===== src/rtl/core/ttlc_pkg.sv =====
// ----------------------------------------------------------------------------
// ttlc_pkg
// Shared types and constants for the direct-mapped cache with entry lifetime:
// operation codes, the stored entry layout and controller/datapath signals.
// ----------------------------------------------------------------------------
`default_nettype none

package ttlc_pkg;

  localparam int unsigned HASH_SHIFT = 4;
  localparam logic [31:0] LIFETIME_RESET = 32'd1000;

  typedef enum logic [1:0] {
    OP_STORE  = 2'd0,
    OP_LOOKUP = 2'd1,
    OP_INVAL  = 2'd2,
    OP_FLUSH  = 2'd3
  } op_e;

  typedef struct packed {
    logic [31:0] key;
    logic [15:0] cnt_c;
    logic [15:0] cnt_b;
    logic [15:0] cnt_a;
    logic [31:0] stamp;
  } entry_t;

  typedef struct packed {
    logic capture;
    logic gen_inc;
    logic mem_rd;
    logic sweep_wr;
    logic exec;
  } dp_cmd_t;

  typedef struct packed {
    logic hash_done;
    logic sweep_last;
  } dp_sts_t;

endpackage

`default_nettype wire


===== src/rtl/core/ttlc_ctrl.sv =====
// ----------------------------------------------------------------------------
// ttlc_ctrl
// Controller: clear sweep after reset, slot hashing wait, entry read and
// update, flush sweep, and the one-cycle result strobe.
// ----------------------------------------------------------------------------
`default_nettype none

module ttlc_ctrl (
  input  wire logic          clk_i,
  input  wire logic          rst_ni,
  input  wire logic          start_i,
  input  ttlc_pkg::op_e      op_i,
  input  ttlc_pkg::dp_sts_t  sts_i,
  output ttlc_pkg::dp_cmd_t  cmd_o,
  output logic               busy_o,
  output logic               done_o
);
  import ttlc_pkg::*;

  typedef enum logic [2:0] {
    S_CLEAR,
    S_IDLE,
    S_HASH,
    S_EXEC,
    S_FLUSH
  } state_e;

  state_e state_q;
  logic   done_q;
  logic   accept;

  always_comb begin
    accept         = start_i && (state_q == S_IDLE);
    cmd_o.capture  = accept;
    cmd_o.gen_inc  = accept && (op_i == OP_FLUSH);
    cmd_o.mem_rd   = (state_q == S_HASH) && sts_i.hash_done;
    cmd_o.sweep_wr = (state_q == S_CLEAR) || (state_q == S_FLUSH);
    cmd_o.exec     = (state_q == S_EXEC) || ((state_q == S_FLUSH) && sts_i.sweep_last);
  end

  always_ff @(posedge clk_i or negedge rst_ni) begin
    if (!rst_ni) begin
      state_q <= S_CLEAR;
      done_q  <= 1'b0;
    end else begin
      done_q <= 1'b0;
      case (state_q)
        S_CLEAR: begin
          if (sts_i.sweep_last) begin
            state_q <= S_IDLE;
          end
        end
        S_IDLE: begin
          if (start_i) begin
            state_q <= (op_i == OP_FLUSH) ? S_FLUSH : S_HASH;
          end
        end
        S_HASH: begin
          if (sts_i.hash_done) begin
            state_q <= S_EXEC;
          end
        end
        S_EXEC: begin
          state_q <= S_IDLE;
          done_q  <= 1'b1;
        end
        S_FLUSH: begin
          if (sts_i.sweep_last) begin
            state_q <= S_IDLE;
            done_q  <= 1'b1;
          end
        end
        default: begin
          state_q <= S_IDLE;
        end
      endcase
    end
  end

  assign busy_o = (state_q != S_IDLE);
  assign done_o = done_q;

  a_done_idle: assert property (@(posedge clk_i) disable iff (!rst_ni)
    done_o |-> !busy_o)
    else $error("result strobe while busy");

  a_accept_busy: assert property (@(posedge clk_i) disable iff (!rst_ni)
    accept |=> busy_o)
    else $error("accepted beat did not raise busy");

  a_read_exec: assert property (@(posedge clk_i) disable iff (!rst_ni)
    cmd_o.mem_rd |=> (cmd_o.exec && (state_q == S_EXEC)))
    else $error("entry read not followed by update");

  a_flush_done: assert property (@(posedge clk_i) disable iff (!rst_ni)
    ((state_q == S_FLUSH) && sts_i.sweep_last) |=> done_o)
    else $error("flush finished without result");

endmodule

`default_nettype wire


===== config.mk =====
export PLATFORM = sky130hd
export DESIGN_NAME = ttlc_ctrl
export DESIGN_NICKNAME = d
export VERILOG_FILES = /design/src/rtl/core/ttlc_pkg.sv /design/src/rtl/core/ttlc_ctrl.sv
export SDC_FILE = /design/constraint.sdc
export NUM_CORES = 1
export LEC_CHECK = 0
export ABC_AREA = 1
export BUFFER_PORTS_ARGS = -buffer_cell sky130_fd_sc_hd__buf_2
export CORE_AREA = 2 2 39 41
export CTS_CLUSTER_DIAMETER = 100
export CTS_CLUSTER_SIZE = 24
export DETAILED_ROUTE_END_ITERATION = 16
export DIE_AREA = 0 0 41 43
export PLACE_DENSITY = 0.44
export SLEW_MARGIN = 20
export SYNTH_ARGS = -nofsm -noshare
export SYNTH_HDL_FRONTEND = slang
export SYNTH_SLANG_ARGS = --single-unit

===== constraint.sdc =====
create_clock -name clk_i -period 1.8 [get_ports clk_i]
set_clock_uncertainty 0.1 [all_clocks]
set_input_delay 0.27 -clock clk_i [delete_from_list [all_inputs] [get_ports clk_i]]
set_output_delay 0.27 -clock clk_i [all_outputs]
set_load 0.1 [all_outputs]

# [After elaboration in Yosys (flattened, before gate mapping)]
# Cells that the tools add are included.
[classes] n_reduce_logical=9 eq_ne=9 mux=7
[op_table] op="3-bit 2-to-1 mux" n=4
[op_table] op="3-bit case mux with 3 select lines" n=1
[op_table] op="3-bit by 2-bit equality test with 1-bit output (second input constant)" n=2
[op_table] op="1-bit logical AND" n=4
[op_table] op="2-bit != test (second input constant)" n=2
[op_table] op="3-bit by 1-bit equality test with 1-bit output (second input constant)" n=1
[op_table] op="3-bit equality test (second input constant)" n=1
[op_table] op="3-bit zero test" n=1
[op_table] op="3-bit by 1-bit != test with 1-bit output (second input constant)" n=1
[op_table] op="3-bit AND reduction" n=1
[op_table] op="2-bit equality test (second input constant)" n=1
[op_table] op="1-bit logical OR" n=2
[op_table] op="2-bit by 1-bit != test with 1-bit output (second input constant)" n=1
[op_table] op="1-bit case mux with 2 select lines" n=1
[op_table] op="2-bit OR reduction" n=1
[op_table] op="1-bit 2-to-1 mux" n=1
[totals] regBits=4 input_bits=7 output_inout_bits=7 word_cells=27

# [Logic depth before layout (Yosys ltp)]
[logic_depth] word_depth=4 mapped_depth=6

# [Worst setup path after synthesis]
# OpenSTA, ideal clock, no wires.
[synth_timing] path_type="register to output" start="register state_q[0]" end="output cmd_o[0] in the netlist's numbering" required_ns=1.430 path_slack_ns=-1.264 path_buffers=0 arrival_ns=2.694 stages_incl_launch_ff=4 cell_sequence="dfrtp_1 -> nor2_1 -> nand3_1 -> nand2_1"
[synth_lines] element="from (decl)" line_no="ttlc_ctrl.sv:28" rtl="state_e state_q;"
[synth_lines] element="from (signal assigned)" line_no="ttlc_ctrl.sv:55" rtl="state_q <= (op_i == OP_FLUSH) ? S_FLUSH : S_HASH;"
[synth_lines] element="to (decl)" line_no="ttlc_ctrl.sv:14" rtl="output ttlc_pkg::dp_cmd_t cmd_o,"

==> flow_summary_export.csv <==
group,metric,value,unit
die,start_util,18.26,%
die,die_h,43,um
grt,grt_max_degree,6,
cells_and_area,drive_gt1_share,43.40,%
placed_design,place.gp.congestion,0.6920,
sta,tns,0,ns
drt,vias,266,
grt,grt_usage,10.38,%
clock_network,clkSlewWorstSetupHoldPaths,0.03,ns
setup_path,crit_chain,"inv_2 > nand3_4 > nor2_1 > buf_12",
yosys,synth_top_cell_area_share,39.60,%
clock_network,cts.sinks,4,
grt,antenna_found_initial,0,
setup_path,arrival,1.30,ns
cells_and_area,diodes,0,
sta,timing.fmax,600.2,MHz
yosys,synth-seq-cells,4,
cells_and_area,nets,62,
cells_and_area,layout_common_cells,"9 x buf_2, 7 x nand2_1, 6 x inv_1",
die,die-area,1763,sq um
setup_path,worst_path_max_delay_cell,"dfrtp_1",
clock_network,htree_levels,1,
grt,first_global_vias,281,
yosys,synth_area_leader_cell,"dfrtp_1",
sta,finalCritPeriodShare,92.56,%
yosys,yosys_warnings,0,
sta,grt_setup_unrepaired,"false",
setup_path,critPathCaptureType,"primary output",
setup_path,worstPathMaxFanout,4,
die,pin_count,14,
clock_network,post-cts-setup-buffers,0,
yosys,ys_types,11,
grt,grt_overflow,0,
yosys,synth_area_leaders,"dfrtp_1 40%, inv_1 12%, nand2_1 12%, nor2_1 10%, nand3_1 7.9%",
drt,drt_iter0_drc,4,
setup_path,required,1.43,ns
setup_path,slowest_delay,0.41,ns
setup_path,cp-start-kind,"flip-flop",
sta,final_max_slew_viol_count,0,
drt,routed_wl,607,um
drt,first_pass_iters,2,
clock_network,cts_tree,"yes",
yosys,synthCells,37,
die,core-area,1384,sq um
sta,setup_violations,0,
status,status,"completed",
yosys,synth_area_per_cell,6.831,sq um
placed_design,port-buffer-count,13,
yosys,syn-num-nets,44,
drt,ant_nets,0,
sta,max_slew_margin,67.54,%
flow_run,max_cap_violations,0,
setup_path,criticalPathCategory,"flip-flop to primary output",
sta,period_needed,1.666,ns
clock_network,clk_latency,0.23,ns
clock_network,clk_path_buf_depth,2,
clock_network,cts.repair.resized,0,
drt,drcViolationCount,0,
die,rows,14,
drt,vias_per_cell,3.855,
grt,grt_pass1_wl,1.173,mm
cells_and_area,final_common_cell,"buf_2",
sta,tightest_slew,0.4902,ns
sta,hold_violations,0,
clock_network,ctsRootBufferMaster,"clkbuf_4",
drt,wl_per_cell,8.797,um
yosys,syn_area,252.7,sq um
placed_design,hpwl,521.6,um
min_path,hold_path_class,"input pin to flip-flop",
cells_and_area,synthToLayoutAreaGrowth,79.70,%
die,die_w,41,um
clock_network,cts_made_buffers,3,
yosys,seq_area_frac_synth,39.60,%
-- synthesized netlist by cell type (all sizes together) --
cell type  n
nor3       1
nor2       7
nand3      5
dfrtp      4
inv        8
nand2      8
buf        1
o21a       1
nand4      1
a21oi      1
-- worst max-delay path, delay by kind of cell, from the launching register on --
| family | cells | cell delay, ns |
|---|---|---|
| buffers and inverters | 2 | 0.32 |
| flip-flops | 1 | 0.41 |
| AND/OR/NAND/NOR | 2 | 0.33 |
-- metrics by stage --
step / area [sq um] / worst slack (ns) / utilization (%) / cells / hold slack, ns
floorplan: 284.0 / -0.2907 / - / 37 / -0.1256
global placement: 421.7 / 0.3788 / 30.47 / 65 / -0.02385
detailed placement: 421.7 / 0.3872 / 30.47 / 65 / -0.02240
CTS: 454.2 / 0.1204 / 32.82 / 69 / 0.2440
global route: 454.2 / 0.04241 / 32.82 / 69 / 0.2805
finish: 454.2 / 0.1339 / 32.82 / 69 / 0.2430
-- what timing repair did --
action,CTS,global route
endpoints found under the setup margin,0,0
hold buffers,1,0
endpoints found under the hold margin,4,0
-- flip-flops by register name, summed over array words and instances (netlist names) --
name	count
done_o	1
state_q	3
-- routing by layer --
layer / share of wire, % / global-route usage, % / up-vias
met3: 6.9 / 3.665 / 2
li1: - / - / 147
met5: 0 / 0 / -
met4: 1.8 / 10.00 / 0
met1: 46 / 12.70 / 107
met2: 45 / 13.13 / 10
-- final cells by class --
type	count	area (sq um)
Tap cell	16	20.02
Multi-Input combinational cell	24	146.4
Fill cell	146	929.6
Inverter	8	30.03
Timing Repair Buffer	14	135.1
Sequential cell	4	100.1
Clock buffer	3	22.52
-- logic make-up (layout without fill, tap and decap cells) --
kind of cell,after synthesis,in the layout,share of synthesized area (%)
AOI/OAI and AO/OA,2,2,4.950
buffers and inverters,9,25,14.85
DFF,4,4,39.61
and+or+nand+nor,22,22,40.60
-- worst paths after layout --
kind	startpoint	end	slack, ns	cells after the start
worst max-delay path	state_q[1]$_DFFE_PN0P_	cmd_o[4]	0.13	4
worst min-delay path	sts_i[0]	done_o$_DFF_PN0_	0.24	3
worst max register to register	state_q[0]$_DFFE_PN0P_	state_q[1]$_DFFE_PN0P_	0.59	5
worst min register to register	state_q[2]$_DFFE_PN0P_	state_q[2]$_DFFE_PN0P_	0.49	2
max in group asynchronous	rst_ni	state_q[2]$_DFFE_PN0P_	1.21	2
min in group asynchronous	rst_ni	state_q[0]$_DFFE_PN0P_	0.27	2
Power is not shown: default switching activity piles up to over one toggle a cycle in this logic, so the estimate is an artifact.
